## src/assert_macros.svh

```systemverilog
// Assertion macros used by the ALU controller.
`ifndef ASSERT_MACROS_SVH
`define ASSERT_MACROS_SVH
`ifndef SYNTHESIS
`define ASSERT_IMPLIES(label, clk, rst, a, b) \
  label: assert property (@(posedge clk) disable iff (rst) (a) |-> (b)) else $error("failed");
`define ASSERT_NEXT(label, clk, rst, a, b) \
  label: assert property (@(posedge clk) disable iff (rst) (a) |=> (b)) else $error("failed");
`else
`define ASSERT_IMPLIES(label, clk, rst, a, b)
`define ASSERT_NEXT(label, clk, rst, a, b)
`endif
`endif

```

## src/xalu_pkg.sv

```systemverilog
package xalu_pkg;
  localparam logic [3:0] ACT_ADD = 4'd0, ACT_ADC = 4'd1, ACT_SUB = 4'd2, ACT_SBB = 4'd3,
    ACT_MUL = 4'd4, ACT_IMUL = 4'd5, ACT_DIV = 4'd6, ACT_IDIV = 4'd7, ACT_MOD = 4'd8,
    ACT_IMOD = 4'd9, ACT_AND = 4'd10, ACT_XOR = 4'd11, ACT_OR = 4'd12, ACT_SHL = 4'd13,
    ACT_SHR = 4'd14, ACT_SAR = 4'd15;
  localparam logic [1:0] SIZE_8 = 2'd0, SIZE_16 = 2'd1, SIZE_32 = 2'd2, SIZE_RESERVED = 2'd3;

  // Commands from the controller to the datapath.
  typedef struct packed {
    logic load;      // capture operands
    logic quick;     // compute quick-operation result
    logic mul;       // compute product from registered operands
    logic div_init;  // set up divide
    logic div_step;  // one quotient bit
    logic div_fin;   // produce divide result
  } xalu_cmd_t;

  typedef struct packed {
    logic is_mul;
    logic is_div;
    logic div_zero;
  } xalu_stat_t;
endpackage

```

## src/xalu_ctrl.sv

```systemverilog
module xalu_ctrl (
  input  logic                clk,
  input  logic                rst,
  input  logic                start,
  output logic                busy,
  output logic                done,
  output xalu_pkg::xalu_cmd_t cmd,
  input  xalu_pkg::xalu_stat_t stat
);
`include "assert_macros.svh"
  localparam logic [2:0] S_IDLE = 3'd0, S_DEC = 3'd1, S_MUL = 3'd2, S_DIV = 3'd3,
    S_FIN = 3'd4, S_OUT = 3'd5;
  logic [2:0] state, state_next;
  logic [5:0] count, count_next;

  always_comb begin
    state_next = state;
    count_next = count;
    cmd = '0;
    unique case (state)
      S_IDLE: begin
        if (start) begin
          cmd.load = 1'b1;
          state_next = S_DEC;
        end
      end
      S_DEC: begin
        if (stat.is_mul) begin
          state_next = S_MUL;
        end else if (stat.is_div && !stat.div_zero) begin
          cmd.div_init = 1'b1;
          count_next = 6'd0;
          state_next = S_DIV;
        end else begin
          cmd.quick = 1'b1;
          state_next = S_OUT;
        end
      end
      S_MUL: begin
        cmd.mul = 1'b1;
        state_next = S_OUT;
      end
      S_DIV: begin
        cmd.div_step = 1'b1;
        count_next = count + 6'd1;
        if (count == 6'd63) state_next = S_FIN;
      end
      S_FIN: begin
        cmd.div_fin = 1'b1;
        state_next = S_OUT;
      end
      S_OUT: state_next = S_IDLE;
      default: state_next = S_IDLE;
    endcase
  end

  always_ff @(posedge clk) begin
    if (rst) begin
      state <= S_IDLE;
      count <= '0;
    end else begin
      state <= state_next;
      count <= count_next;
    end
  end

  assign busy = (state != S_IDLE);
  assign done = (state == S_OUT);

  `ASSERT_NEXT(a_start_busy, clk, rst, start && !busy, busy)
  `ASSERT_NEXT(a_done_idle, clk, rst, done, !busy)
  `ASSERT_IMPLIES(a_one_cmd, clk, rst, 1'b1, $onehot0(cmd))
endmodule

```

## src/xalu_dp.sv

```systemverilog
module xalu_dp (
  input  logic                 clk,
  input  xalu_pkg::xalu_cmd_t  cmd,
  output xalu_pkg::xalu_stat_t stat,
  input  logic [3:0]           action,
  input  logic [1:0]           size_sel,
  input  logic [31:0]          src_operand,
  input  logic [63:0]          dest_operand,
  input  logic                 carry_in,
  output logic [63:0]          result_value,
  output logic                 carry_flag,
  output logic                 parity_flag,
  output logic                 zero_flag,
  output logic                 sign_flag,
  output logic                 overflow_flag,
  output logic [4:0]           flag_write_mask,
  output logic                 divide_error
);
  logic [3:0]  act;
  logic [1:0]  sz;
  logic [31:0] s;
  logic [63:0] dfull;
  logic        cin;

  logic [63:0] r_q;
  logic [4:0]  fl_q, wm_q;
  logic        derr_q;

  logic [31:0] m, msb;
  logic [5:0]  n;
  logic [31:0] d, sn;
  always_comb begin
    if (sz == xalu_pkg::SIZE_8) begin
      m = 32'hFF; msb = 32'h80; n = 6'd8;
    end else if (sz == xalu_pkg::SIZE_16) begin
      m = 32'hFFFF; msb = 32'h8000; n = 6'd16;
    end else begin
      m = 32'hFFFF_FFFF; msb = 32'h8000_0000; n = 6'd32;
    end
    d = dfull[31:0] & m;
    sn = s & m;
  end

  logic is_sgn, is_quot;
  assign is_sgn = (act == xalu_pkg::ACT_IDIV) || (act == xalu_pkg::ACT_IMOD)
               || (act == xalu_pkg::ACT_IMUL);
  assign is_quot = (act == xalu_pkg::ACT_DIV) || (act == xalu_pkg::ACT_IDIV);

  assign stat.is_mul = (act == xalu_pkg::ACT_MUL) || (act == xalu_pkg::ACT_IMUL);
  assign stat.is_div = (act >= xalu_pkg::ACT_DIV) && (act <= xalu_pkg::ACT_IMOD);
  assign stat.div_zero = (sn == 32'd0);

  // Operands extended to 33 bits for the multiplier, sign-extended for signed actions.
  logic [32:0] ma, mb;
  logic [63:0] a2n, a2m;
  always_comb begin
    ma = {1'b0, d};
    mb = {1'b0, sn};
    if (is_sgn && ((d & msb) != 32'd0)) ma = {1'b1, d | ~m};
    if (is_sgn && ((sn & msb) != 32'd0)) mb = {1'b1, sn | ~m};
    if (sz == xalu_pkg::SIZE_8) a2m = 64'hFFFF;
    else if (sz == xalu_pkg::SIZE_16) a2m = 64'hFFFF_FFFF;
    else a2m = '1;
    a2n = dfull & a2m;
    // Sign-extend dividend from 2n bits.
    if (is_sgn && (((a2n >> (n + n - 6'd1)) & 64'd1) != 64'd0)) a2n = a2n | ~a2m;
  end

  logic [65:0] prod;
  assign prod = $signed(ma) * $signed(mb);

  // Quick operations.
  logic [63:0] q_r;
  logic [4:0]  q_fl, q_wm;
  always_comb begin
    logic [32:0] t;
    logic [31:0] r;
    logic [4:0]  c;
    logic        cf, of, szp, sgn;
    logic [32:0] sc;
    logic [63:0] v, sh;
    t = '0; r = '0; cf = 1'b0; of = 1'b0; szp = 1'b0; q_wm = '0;
    c = s[4:0]; sc = '0; v = '0; sh = '0; sgn = 1'b0;
    case (act)
      xalu_pkg::ACT_ADD, xalu_pkg::ACT_ADC: begin
        t = {1'b0, d} + {1'b0, sn} + {32'd0, (act == xalu_pkg::ACT_ADC) & cin};
        r = t[31:0] & m;
        cf = t[n];
        of = ((~(d ^ sn) & (d ^ r)) & msb) != 32'd0;
        q_wm = 5'h1F; szp = 1'b1;
      end
      xalu_pkg::ACT_SUB, xalu_pkg::ACT_SBB: begin
        sc = {1'b0, sn} + {32'd0, (act == xalu_pkg::ACT_SBB) & cin};
        t = {1'b0, d} - sc;
        r = t[31:0] & m;
        cf = {1'b0, d} < sc;
        of = (((d ^ sn) & (d ^ r)) & msb) != 32'd0;
        q_wm = 5'h1F; szp = 1'b1;
      end
      xalu_pkg::ACT_AND: begin r = d & sn; q_wm = 5'h1F; szp = 1'b1; end
      xalu_pkg::ACT_XOR: begin r = d ^ sn; q_wm = 5'h1F; szp = 1'b1; end
      xalu_pkg::ACT_OR:  begin r = d | sn; q_wm = 5'h1F; szp = 1'b1; end
      xalu_pkg::ACT_SHL, xalu_pkg::ACT_SHR, xalu_pkg::ACT_SAR: begin
        if (c == 5'd0) begin
          r = d;
        end else begin
          sgn = (d & msb) != 32'd0;
          if (act == xalu_pkg::ACT_SHL) begin
            sh = {32'd0, d} << c;
            r = sh[31:0] & m;
            cf = ({1'b0, c} <= n) ? sh[n] : 1'b0;
            of = ((r & msb) != 32'd0) ^ cf;
          end else begin
            v = (act == xalu_pkg::ACT_SAR && sgn) ? {32'hFFFF_FFFF, d | ~m}
                                                  : {32'd0, d};
            sh = 64'({v, 1'b0} >> c);
            r = sh[32:1] & m;
            cf = sh[0];
            of = (act == xalu_pkg::ACT_SHR) && sgn;
          end
          q_wm = (c == 5'd1) ? 5'h1F : 5'h0F;
          if (c != 5'd1) of = 1'b0;
          szp = 1'b1;
        end
      end
      default: ;
    endcase
    q_r = {32'd0, r};
    q_fl = {of, szp & ((r & msb) != 32'd0), szp & (r == 32'd0), szp & ~^r[7:0], cf};
  end

  // Shift-subtract divider over unsigned magnitudes; 64 steps.
  logic [63:0] dv_a;    // dividend shifting out
  logic [64:0] dv_rem;
  logic [31:0] dv_b;
  logic [63:0] dv_q;
  logic        dv_an, dv_bn;
  logic [64:0] trial;
  assign trial = {dv_rem[63:0], dv_a[63]} - {33'd0, dv_b};

  logic [63:0] qs, rs;
  always_comb begin
    qs = (dv_an != dv_bn) ? -dv_q : dv_q;
    rs = dv_an ? -dv_rem[63:0] : dv_rem[63:0];
  end

  always_ff @(posedge clk) begin
    if (cmd.load) begin
      act <= action; sz <= size_sel; s <= src_operand;
      dfull <= dest_operand; cin <= carry_in;
    end
    if (cmd.div_init) begin
      dv_an <= is_sgn & a2n[63];
      dv_bn <= is_sgn & mb[32];
      dv_a <= (is_sgn & a2n[63]) ? -a2n : a2n;
      dv_b <= (is_sgn & mb[32]) ? -mb[31:0] : sn;
      dv_rem <= '0;
      dv_q <= '0;
    end
    if (cmd.div_step) begin
      dv_a <= {dv_a[62:0], 1'b0};
      if (!trial[64]) begin
        dv_rem <= trial;
        dv_q <= {dv_q[62:0], 1'b1};
      end else begin
        dv_rem <= {dv_rem[63:0], dv_a[63]};
        dv_q <= {dv_q[62:0], 1'b0};
      end
    end
    if (cmd.quick) begin
      derr_q <= stat.is_div;
      r_q <= stat.is_div ? 64'd0 : q_r;
      fl_q <= stat.is_div ? 5'd0 : q_fl;
      wm_q <= stat.is_div ? 5'd0 : q_wm;
    end
    if (cmd.mul) begin
      derr_q <= 1'b0;
      r_q <= prod[63:0] & a2m;
      wm_q <= 5'h11;
      if (is_sgn) begin
        fl_q <= {4'd0, 1'b0} | {5{(prod[63:0] & ~{32'd0, m}) !=
                ((prod[31:0] & msb) != 32'd0 ? ~{32'd0, m} : 64'd0)}} & 5'h11;
      end else begin
        fl_q <= {5{(prod[63:0] & ~{32'd0, m}) != 64'd0}} & 5'h11;
      end
    end
    if (cmd.div_fin) begin
      derr_q <= 1'b0;
      r_q <= (is_quot ? qs : rs) & {32'd0, m};
      fl_q <= '0;
      wm_q <= '0;
    end
  end

  assign result_value = r_q;
  assign carry_flag = fl_q[0];
  assign parity_flag = fl_q[1];
  assign zero_flag = fl_q[2];
  assign sign_flag = fl_q[3];
  assign overflow_flag = fl_q[4];
  assign flag_write_mask = wm_q;
  assign divide_error = derr_q;
endmodule

```

## src/x86_integer_alu_with_flags.sv

```systemverilog
// Channel  | Handshake          | Payload
// command  | start, busy        | action, size_sel, src_operand, dest_operand, carry_in
// result   | done (one cycle)   | result_value, flags, flag_write_mask, divide_error
// Quick operations and a zero divisor go from decode to the result state; multiplies add a
// multiply state; divide and remainder add a finish state after the 64-step divide loop.
// busy is high from the cycle after start until the result cycle ends.
// Synchronous reset returns the controller to idle; results cannot be stalled.
module x86_integer_alu_with_flags (
  input  logic        clk,
  input  logic        rst,
  input  logic        start,
  output logic        busy,
  output logic        done,
  input  logic [3:0]  action,
  input  logic [1:0]  size_sel,
  input  logic [31:0] src_operand,
  input  logic [63:0] dest_operand,
  input  logic        carry_in,
  output logic [63:0] result_value,
  output logic        carry_flag,
  output logic        parity_flag,
  output logic        zero_flag,
  output logic        sign_flag,
  output logic        overflow_flag,
  output logic [4:0]  flag_write_mask,
  output logic        divide_error
);
  xalu_pkg::xalu_cmd_t  cmd;
  xalu_pkg::xalu_stat_t stat;

  xalu_ctrl u_ctrl (.clk(clk), .rst(rst), .start(start), .busy(busy), .done(done),
    .cmd(cmd), .stat(stat));

  xalu_dp u_dp (.clk(clk), .cmd(cmd), .stat(stat), .action(action),
    .size_sel(size_sel), .src_operand(src_operand), .dest_operand(dest_operand),
    .carry_in(carry_in), .result_value(result_value), .carry_flag(carry_flag),
    .parity_flag(parity_flag), .zero_flag(zero_flag), .sign_flag(sign_flag),
    .overflow_flag(overflow_flag), .flag_write_mask(flag_write_mask),
    .divide_error(divide_error));
endmodule
```

## config.mk

```make
export PLATFORM = sky130hd
export DESIGN_NAME = x86_integer_alu_with_flags
export DESIGN_NICKNAME = d
export VERILOG_FILES = /design/src/xalu_pkg.sv /design/src/xalu_ctrl.sv /design/src/xalu_dp.sv /design/src/x86_integer_alu_with_flags.sv
export VERILOG_INCLUDE_DIRS = /design/src /design/src/src
export SDC_FILE = /design/constraint.sdc
export NUM_CORES = 2
export LEC_CHECK = 0
export BUFFER_PORTS_ARGS = -buffer_cell sky130_fd_sc_hd__buf_2
export CAP_MARGIN = 30
export CORE_MARGIN = 4
export CORE_UTILIZATION = 40
export DETAILED_ROUTE_END_ITERATION = 10
export PLACE_DENSITY = 0.59
export SLEW_MARGIN = 20
export SYNTH_ARGS = -nofsm -noshare
export SYNTH_HDL_FRONTEND = slang
export SYNTH_SLANG_ARGS = --single-unit
```

## constraint.sdc

```tcl
create_clock -name clk -period 14.3 [get_ports clk]
set_clock_uncertainty 0.05 [all_clocks]
set_input_delay 1.43 -clock clk [delete_from_list [all_inputs] [get_ports clk]]
set_output_delay 1.43 -clock clk [all_outputs]
set_load 0.03 [all_outputs]
```

==> qor.yml <==
tns_ns: 0
synth_top_area_cell: "fa_1"
async_flop_share_pct: 0
critPathSlowestCell: "a2111oi_2"
rsz0062_at_grt: "no"
worstSetupEndpointType: "register"
clock-sinks: 379
grt-ovfl-total: 0
drt_wl_total_microns: 301000
io_pins: 183
vias: 61700
nets: 9537
setup_viol: 0
yosysSeqAreaShare_pct: 16.2
max-cap-violations: 0
setup_slack_ns: 1.08
fmax_mhz: 75.7
areaGrowthSynthToFinish_pct: 8.47
cp_data_arrival_time_ns: 13.73
post-cts-setup-buffers: 0
place_ws_ns: 1.34
port_buffers: 182
dp_cells: 10200
critPathKind: "register to register"
cts_tree: "done"
drt-vias-per-instance: 5.99
avgSynthCellArea_sq_um: 8.73
clockBufferDepth: 3
fin_cells: 10300
dp_hpwl_microns: 239000
synth_cell_types: 96
drtAntennaViolNets: 0
relSlewSlack_pct: 25.3
start_util_pct: 40.3
grt_max_degree: 87
clk_latency_ns: 0.66
synth.top_cell.area_share_pct: 32.7
fin_crit_ns: 13.22
numCtsBuffers: 47
cts_hold_buf: 0
critPathTopFamily: "adder cells"
hp-class: "register to register"
ys_warn_count: 0
fillers: 17100
syn_nets: 9507
cpMostUsedCell: "fa_1"
slowest_delay_ns: 0.88
status: "complete, no violations"
required_ns: 14.82
fp-row-count: 152
synthCells: 7918
drt_iter0_markers: 7500
post-route-period-util_pct: 92.4
crit_path_start_kind: "register"
htreeDepth: 2
drc: 0
antenna_found_initial: 21
worst-path-max-fanout: 18
clkTransAtPathRegs_ns: 0.07
core_area_sq_mm: 0.172
die_h_microns: 424
cts_root_buffer: "clkbuf_16"
crit_buf_inv: 5
place_congestion: 1.02
netlist_area_sq_mm: 0.0691
hold_viol: 0
seq_area_sq_mm: 0.0112
synthMostInstantiatedCell: "inv_1"
grt_pass1_wl_microns: 439000
drt-pass1-iter-count: 8
slew_viol_final: 0
synthTopCellsByArea: "fa_1 (33%), edfxtp_1 (16%), ha_1 (6.4%), inv_1 (6.3%), nor2_1 (5.6%)"
synth_common_cells: "inv_1 (1159), fa_1 (1129), nor2_1 (1029)"
synth-edff-count: 360
yosys_register_bits: 379
grt_use_total_pct: 33.4
drive_gt1_share_pct: 8.18
grt_pass1_vias: 62500
die_x_microns: 424
die_area_sq_mm: 0.180
wire_per_inst_microns: 29.2
cts_resized: 0
multiInputGateArea_sq_mm: 0.0520
worst_slew_pin_slew_ns: 1.12
ys.flop_type: "edfxtp_1"
[registers in the layout, indices dropped and copies added, names as in the netlist, 3 cells and up]
| name | count |
|---|---|
| u_dp.flag_write_mask | 3 |
| u_dp.fl_q | 5 |
| u_dp.dv_rem | 64 |
| u_dp.dfull | 64 |
| u_ctrl.count | 6 |
| u_ctrl.state | 3 |
| u_dp.result_value | 64 |
| u_dp.dv_q | 32 |
| u_dp.s | 32 |
| u_dp.act | 4 |
| u_dp.dv_a | 64 |
| u_dp.dv_b | 32 |
[cells in the final DEF (no fill, tap or decap), types with 67 or more instances in the layout]
| cell | n |
|---|---|
| inv_1 | 1156 |
| fa_1 | 1129 |
| nand2_1 | 1006 |
| nor2_1 | 1005 |
| edfxtp_1 | 360 |
| ha_1 | 354 |
| a21oi_1 | 339 |
| o21ai_0 | 333 |
| buf_4 | 215 |
| buf_2 | 187 |
| xnor2_1 | 171 |
| xor2_1 | 146 |
| nor3_1 | 104 |
| nand3_1 | 99 |
| a211oi_1 | 69 |
| a21o_1 | 67 |
[kinds of logic (layout without fill, tap and decap cells)]
logic type,Yosys count,in the layout,share of synthesized area [%]
xor gates and xnor gates,318,318,4.03
buffers and inverters,1608,1677,8.81
and+or+nand+nor,2683,2683,16.9
muxes,119,119,2.61
DFF,379,379,16.2
AOI/OAI and AO/OA,1328,1328,12.4
other,0,10,0
adders and majority gates,1483,1483,39.1
[worst register-to-register path, delay by kind of cell (launching register included)]
family	cells	cell delay (ns)
AND/OR/NAND/NOR	9	3.76
AO/OA/AOI/OAI	8	3.73
flip-flops	1	0.68
adder cells (fa/ha/maj)	9	4.66
buffers and inverters	5	0.27
[per-layer routing]
metal  up-vias  share of wire (%)  wire, microns  track usage [%]
li1      26000                  -              -                -
met1     31200                 39         118000             44.0
met2      3698                 42         127000             49.3
met3       837                 11          33800             9.42
met4        10                7.5          22500             19.4
met5         -              0.025             75                0
[per-stage QoR]
stage / hold WS (ns) / util (%) / cell area [sq um]
after floorplan: 0.394 / - / 69100
after global placement: 0.411 / 42.5 / 72900
after detailed placement: 0.429 / 42.6 / 73200
after CTS: 0.443 / 43.6 / 74800
after global routing: 0.464 / 43.7 / 75000
final: 0.438 / 43.7 / 75000
[worst paths after layout]
kind	from	to	slack, ns	cells after the start
worst max register to register	u_dp.act[1]$_DFFE_PP_	u_dp.fl_q[4]$_SDFFE_PP0P_	1.08	31
worst min register to register	u_dp.dv_a[0]$_SDFFE_PP0P_	u_dp.dv_a[0]$_SDFFE_PP0P_	0.44	2
worst max-delay path	u_dp.act[1]$_DFFE_PP_	u_dp.fl_q[4]$_SDFFE_PP0P_	1.08	31
worst min-delay path	u_dp.dv_a[0]$_SDFFE_PP0P_	u_dp.dv_a[0]$_SDFFE_PP0P_	0.44	2
[cell type report]
type                            count  share of cell area (%)
Inverter                         1169                    5.85
Sequential cell                   379                    14.9
Multi-Input combinational cell   5931                    69.4
Timing Repair Buffer              420                    3.84
Tap cell                         2310                    3.85
Clock buffer                       61                    1.71
Antenna cell                       10                  0.0334
Clock inverter                     27                   0.390
Power is left out: the tool's default activity adds up to more than one toggle a clock period on the data nets, which glitch-free logic cannot reach.
